`config.mk`:
```
export PLATFORM = sky130hd
export DESIGN_NAME = scrg_ctrl
export DESIGN_NICKNAME = d
export VERILOG_FILES = /design/src/rtl/scrg_pkg.sv /design/src/rtl/scrg_ctrl.sv
export VERILOG_INCLUDE_DIRS = /design/src /design/src/rtl
export SDC_FILE = /design/constraint.sdc
export NUM_CORES = 1
export LEC_CHECK = 0
export BUFFER_PORTS_ARGS = -buffer_cell sky130_fd_sc_hd__buf_2
export CORE_AREA = 5 5 42 44
export DETAILED_ROUTE_END_ITERATION = 16
export DIE_AREA = 0 0 47 49
export PLACE_DENSITY_LB_ADDON = 0.3
export SLEW_MARGIN = 20
export SYNTH_ARGS = -nofsm -noshare
export SYNTH_HDL_FRONTEND = slang
export SYNTH_SLANG_ARGS = --single-unit
export TNS_END_PERCENT = 1
```
`constraint.sdc`:
```
create_clock -name clk -period 1.35 [get_ports clk]
set_input_delay 0.405 -clock clk [delete_from_list [all_inputs] [get_ports clk]]
set_output_delay 0.405 -clock clk [all_outputs]
set_load 0.005 [all_outputs]
```
`src/rtl/salsa_core_random_generator_macros.svh`:
```
// Assertion macros shared by the random generator core modules.
`ifndef SALSA_CORE_RANDOM_GENERATOR_MACROS_SVH
`define SALSA_CORE_RANDOM_GENERATOR_MACROS_SVH
`ifndef NO_ASSERTIONS
// Same-cycle implication, checked on every clk edge outside reset.
`define SCRG_ASSERT_IMP(name, ante, cons) \
  name: assert property (@(posedge clk) disable iff (!rst_n) (ante) |-> (cons)) \
    else $error("scrg: same-cycle check failed");
// Next-cycle implication, checked on every clk edge outside reset.
`define SCRG_ASSERT_NXT(name, ante, cons) \
  name: assert property (@(posedge clk) disable iff (!rst_n) (ante) |=> (cons)) \
    else $error("scrg: next-cycle check failed");
`else
`define SCRG_ASSERT_IMP(name, ante, cons)
`define SCRG_ASSERT_NXT(name, ante, cons)
`endif
`endif

```
`src/rtl/scrg_pkg.sv`:
```
// Shared constants, types and helper functions of the random generator core.
package scrg_pkg;

  localparam int ROUND_COUNT    = 10;
  localparam int MAX_READ_BYTES = 4096;
  localparam int BLOCK_BYTES    = 64;
  localparam int WORDS          = 16;

  // Rounds are run in column/row pairs, so an odd count is rounded up.
  localparam int NUM_ROUNDS = 2 * ((ROUND_COUNT + 1) / 2);
  localparam int ROUND_W    = (NUM_ROUNDS > 1) ? $clog2(NUM_ROUNDS) : 1;

  localparam int CNT_W   = 17;
  localparam int BYTES_W = 13;
  localparam int VB_W    = 7;

  localparam int CFG_INDEX_W = 1;
  localparam int CFG_DATA_W  = 17;

  localparam logic [CFG_INDEX_W-1:0] CFG_THRESHOLD = 1'b0;
  localparam logic [CFG_INDEX_W-1:0] CFG_ENTROPY   = 1'b1;

  localparam logic [CNT_W-1:0] THRESHOLD_RESET = 17'd2048;

  localparam logic [1:0] CMD_READ = 2'd0;
  localparam logic [1:0] CMD_KEY  = 2'd1;
  localparam logic [1:0] CMD_BUF  = 2'd2;

  localparam logic [1:0] STEP_LAST = 2'd3;

  typedef logic [31:0] word_t;

  typedef struct packed {
    logic [1:0]         command;
    logic [BYTES_W-1:0] byte_count;
    logic [3:0]         word_index;
    logic [31:0]        word_value;
    logic [7:0][63:0]   entropy;
  } in_item_t;

  typedef struct packed {
    logic [7:0][63:0] block_words;
    logic [VB_W-1:0]  valid_bytes;
    logic             last_block;
  } out_item_t;

  typedef struct packed {
    logic       accept;
    logic       step_en;
    logic [1:0] step;
    logic       emit;
  } ctrl_cmd_t;

  typedef struct packed {
    logic read_req;
    logic last_block;
    logic out_free;
  } dp_status_t;

  // Rotation of one quarter-round step: 7, 9, 13, then 18.
  function automatic word_t rotl_step(input word_t v, input logic [1:0] step);
    word_t r;
    case (step)
      2'd0: r = {v[24:0], v[31:25]};
      2'd1: r = {v[22:0], v[31:23]};
      2'd2: r = {v[18:0], v[31:19]};
      default: r = {v[13:0], v[31:14]};
    endcase
    return r;
  endfunction

  // Word index of position pos (a, b, c, d) of column quarter q.
  function automatic logic [3:0] col_idx(input int q, input int pos);
    return 4'(5 * q + 4 * pos);
  endfunction

endpackage

```
`src/rtl/scrg_ctrl.sv`:
```
// Sequencer of the random generator core: request intake, round counting, block hand-off.
`include "salsa_core_random_generator_macros.svh"

module scrg_ctrl (
  input  logic                 clk,
  input  logic                 rst_n,
  input  logic                 in_valid,
  output logic                 in_ready,
  input  scrg_pkg::dp_status_t status,
  output scrg_pkg::ctrl_cmd_t  cmd
);
  import scrg_pkg::*;

  localparam logic [1:0] ST_IDLE = 2'd0;
  localparam logic [1:0] ST_RUN  = 2'd1;
  localparam logic [1:0] ST_DONE = 2'd2;

  logic [1:0]         state_r, state_nxt;
  logic [1:0]         step_r, step_nxt;
  logic [ROUND_W-1:0] round_r, round_nxt;
  logic               accept;

  assign in_ready = (state_r == ST_IDLE);
  assign accept   = in_valid && in_ready;

  always_comb begin
    state_nxt = state_r;
    step_nxt  = step_r;
    round_nxt = round_r;
    case (state_r)
      ST_IDLE: begin
        if (accept && status.read_req) begin
          state_nxt = ST_RUN;
          step_nxt  = '0;
          round_nxt = '0;
        end
      end
      ST_RUN: begin
        step_nxt = 2'(step_r + 2'd1);
        if (step_r == STEP_LAST) begin
          if (round_r == ROUND_W'(NUM_ROUNDS - 1)) begin
            state_nxt = ST_DONE;
            round_nxt = '0;
          end else begin
            round_nxt = ROUND_W'(round_r + 1'b1);
          end
        end
      end
      ST_DONE: begin
        // The state already holds the next block's start, so the next block can
        // run while this result waits in the output register.
        if (status.out_free) begin
          state_nxt = status.last_block ? ST_IDLE : ST_RUN;
        end
      end
      default: begin
        state_nxt = ST_IDLE;
        step_nxt  = '0;
        round_nxt = '0;
      end
    endcase
  end

  always_comb begin
    cmd.accept  = accept;
    cmd.step_en = (state_r == ST_RUN);
    cmd.step    = step_r;
    cmd.emit    = (state_r == ST_DONE) && status.out_free;
  end

  always_ff @(posedge clk) begin
    if (!rst_n) begin
      state_r <= ST_IDLE;
      step_r  <= '0;
      round_r <= '0;
    end else begin
      state_r <= state_nxt;
      step_r  <= step_nxt;
      round_r <= round_nxt;
    end
  end

  `SCRG_ASSERT_NXT(a_read_starts, accept && status.read_req, (state_r == ST_RUN) && (step_r == 2'd0) && (round_r == '0))
  `SCRG_ASSERT_NXT(a_step_advances, state_r == ST_RUN, step_r == 2'($past(step_r) + 2'd1))
  `SCRG_ASSERT_IMP(a_counters_parked, state_r != ST_RUN, (step_r == 2'd0) && (round_r == '0))

endmodule

```
Word-level counts from Yosys, hierarchy flattened:

Index checks and enable logic that the tools add are counted.

* output and inout port bits: 6
* word-level logic and storage cells: 33
* input bits: 6
* register bits after elaboration: 8

* add/subtract/negate cells: 2
* reductions and logical operators: 7
* bitwise gates (word level): 1
* equality and inequality tests: 8
* muxes and demuxes: 12

Operators with widths (number)
* 4-bit two-way mux: 3
* 2-bit case mux with 3 select lines: 2
* 4-bit case mux with 3 select lines: 1
* 2-bit two-way mux: 5
* 2-bit by 1-bit inequality test with 1-bit output, second input constant: 3
* 4-bit by 1-bit adder with 4-bit output, second input constant: 1
* 2-bit equality test, second input constant: 2
* 4-bit equality test, second input constant: 1
* 4-bit AND reduction: 1
* 1-bit logical AND: 3
* 3-bit AND reduction: 1
* 2-bit by 1-bit adder with 2-bit output, second input constant: 1
* 2-bit by 1-bit equality test with 1-bit output, second input constant: 1
* 2-bit logical NOT: 1
* 2-bit inequality test, second input constant: 1
* 2-bit AND reduction: 1
* 1-bit two-way mux: 1
* 1-bit NOT: 1

Depth between registers and ports, before layout:

* depth in word-level cells: 5
* gate-level depth with buffers: 5
* mapped depth without buffers: 5

Worst setup path before layout:

OpenSTA, ideal clock, no wires.

* path type: flip-flop to flip-flop
* from: reg round_r[0]
* to: reg round_r[3]
* stages on the path, launching flop included: 5
* data arrival time: 1.124 ns
* data required time: 1.228 ns
* setup time: 0.122 ns
* path buffers: 0
* period minus slack after synthesis: 1.246 ns
* slack: 0.104 ns
* path through: dfxtp_1 > ha_1 > nand3b_1 > and4_1 > a311o_1

* word-level cells in the longest chain between the ends: 4
* elaborated cells on any way between the ends: 5
* classes of those cells: add/sub: 1; eq/ne: 1; mux: 3

RTL lines
* start, declared: line scrg_ctrl.sv:20 `logic [ROUND_W-1:0] round_r, round_nxt;`
* start signal, assigned: line scrg_ctrl.sv:79 `round_r <= round_nxt;`
* 4-bit by 1-bit adder with 4-bit output or 4-bit equality test (tied branches): line scrg_ctrl.sv:45, scrg_ctrl.sv:41
* 4-bit two-way mux (*): line scrg_ctrl.sv:41 `if (round_r == ROUND_W'(NUM_ROUNDS - 1)) begin`
* 4-bit two-way mux (*): line scrg_ctrl.sv:40 `if (step_r == STEP_LAST) begin`
* 4-bit case mux with 3 select lines (*): line scrg_ctrl.sv:30 `case (state_r)`

Mark *: on every way between the ends. The rest lies on a longest branch, timed or not. The select of a mux whose other input is x is not followed.
A chain may end at the register's enable or synchronous reset.

==> results.cfg <==
[global_routing]
overflow = 0
grt_pass1_vias = 540
track_usage = 0.145
grt_max_degree = 7
grt_pass1_wl_um = 2440
antenna_found_initial = 0

[setup_path]
worstSetupPathType = reg2out
endpoint_kind = output pin
critical_path_required_ns = 0.95
cp_max_fo = 5
crit_chain = inv_4 > and3_4 > buf_6
cp.arrival_ns = 0.96
cp-start-kind = flip-flop
cpPeakStageDelay_ns = 0.39
slowest_stage = dfxtp_4

[power]
ir_worst_vdd_mv = 0.614
p_clk_frac = 0.347
p_comb_frac = 0.190
netSwitchingFraction = 0.249
p_leak_uw = 0.000327
power.internal_uw = 402
pwr-share-seq = 0.462
p_switching_uw = 133
powerDensity_nw_per_um2 = 706

[clocking]
clk_pin_slew_ns = 0.06
tritoncts = done
clockBufferDepth = 2
clock_latency_ns = 0.26
cts_sinks = 8
htree_levels = 1
cts_buffers = 3
root_buffer = clkbuf_4

[yosys]
syn-mean-instance-area_um2 = 8.69
ys_seq_area_frac = 0.329
ys_ff_latch = 8
syn-num-nets = 65
syn_area_um2 = 487
ys_types = 26
yosysWarnings = 0
syn_inst = 56

[final_layout]
fin_nets = 95
design_area_um2 = 758
antenna_cells = 0
final_cell_mix = 16 x buf_4, 8 x buf_2, 5 x nand3b_1
fill_cells = 131
fin_util = 0.541
area_delta_synth_final_pct = 55.8
drive_gt1_frac = 0.512
mostFrequentLayoutCell = buf_4

[die]
start_util = 0.347
num_rows = 14
core_um2 = 1400
io_pins = 12
die_w_um = 47
die_h_um = 49
die_area_um2 = 2300

[sta]
tightest_slew_ns = 0.241
relSlewSlack = 0.838
clock_skew_ns = 0.00383
fmax_mhz = 735
rsz0062_at_grt = true
period_needed_ns = 1.36
worst_slack_ns = -0.0110
setup_viol = 2
hold_violations = 0
post-route-period-util = 1.01
drv_slew = 0

[outcome]
status = finished with violations
violations = setup timing

[job]
maxCapViolations = 0

[routing]
dr.pass1.iters = 4
final_antenna_net_count = 0
wire_per_inst_um = 13.9
remaining_drc_errors = 0
drtIter0Drc = 25
via_per_inst = 5.28
routed_wl_um = 1390
dr_total_vias = 528

[hold_path]
hp-class = in2reg

[placement]
place_ws_ns = 0.0451
port_buffers = 11
placed_cell_area_um2 = 622
gp_congestion = 0.753
dp_hpwl_um = 940
## registers in the layout, indices dropped and copies added (netlist names)
register / cells
state_r: 2
step_r: 2
round_r: 4
## stage by stage
stage          hold slack (ns)  cells  power [uW]  TNS [ns]
2_1_floorplan            0.468     56         288         0
4_1_cts                  0.442    100         530  -0.00202
3_5_place_dp             0.510     91         329         0
5_1_grt                  0.481    100         569    -0.159
6_report                 0.447    100         535   -0.0154
3_3_place_gp             0.523     91         328         0
## final timing paths
path,endpoint,from,cells past startpoint,slack [ns]
max,cmd[0],state_r[0],3,-0.01
min,state_r[1],status[0],3,0.45
max reg2reg,round_r[3],state_r[1],4,0.06
min reg2reg,round_r[1],round_r[1],2,0.49
## critical path: cells and delay by family (launching register included)
family | cells | cell delay, ns
buf+inv | 2 | 0.15
flops | 1 | 0.39
simple gates | 1 | 0.16
## cell families after synthesis
| group | count (synthesis) | share of synthesized area |
|---|---|---|
| AND/OR/NAND/NOR | 23 | 0.278 |
| AO/OA/AOI/OAI | 13 | 0.219 |
| buffers and inverters | 8 | 0.0771 |
| flip-flops | 8 | 0.329 |
| adder cells (fa/ha/maj) | 3 | 0.0771 |
| multiplexers | 1 | 0.0206 |
## cell usage after synthesis
master / number / area share
a21o_1: 1 / 0.015
nand3b_1: 5 / 0.077
inv_1: 6 / 0.046
dfxtp_1: 8 / 0.33
a21oi_1: 2 / 0.021
buf_4: 2 / 0.031
nor2b_1: 1 / 0.013
nor2_1: 3 / 0.023
a311o_1: 2 / 0.041
o21a_1: 1 / 0.015
o32a_1: 1 / 0.021
a31oi_1: 1 / 0.013
and3_1: 4 / 0.051
o31a_1: 1 / 0.018
nand3_1: 2 / 0.021
mux2i_1: 1 / 0.021
o21ai_0: 1 / 0.010
o31ai_1: 1 / 0.015
a32oi_1: 1 / 0.018
a2111oi_2: 1 / 0.031
nand2_1: 4 / 0.031
and4_1: 1 / 0.018
and3b_1: 1 / 0.018
ha_1: 3 / 0.077
nor4_1: 1 / 0.013
nand2b_1: 1 / 0.013
## layout make-up
cell class | instances | area [um^2] | share of cell area
flip-flops and latches | 8 | 170 | 0.224
well taps | 16 | 20.0 | 0.0264
inverters | 6 | 25.0 | 0.0330
clock buffers | 3 | 22.5 | 0.0297
repair buffers | 27 | 194 | 0.256
multi-input cells | 40 | 327 | 0.431
## power groups by stage
stage | logic [uW] | clock network [uW] | registers [uW]
2_1_floorplan | 34.7 | 0 | 253
3_3_place_gp | 74.3 | 0 | 253
3_5_place_dp | 74.8 | 0 | 254
4_1_cts | 90.2 | 193 | 246
5_1_grt | 113 | 208 | 248
6_report | 102 | 186 | 248
## metal layers
metal	wire length, um	vias to the layer above	global-route usage
li1	-	263	-
met1	574	247	0.197
met2	720	13	0.201
met3	52	5	0.0221
met4	42	0	0.0968
met5	0	-	0
## timing repair
item                       4_1_cts  5_1_grt
setup endpoints to repair        4        9
pin swaps                        2        2
gates resized for setup         10       15
hold buffers                     0        0
setup buffers                    7        0
cloned                           0        0
(Power assumes the default switching activity.)
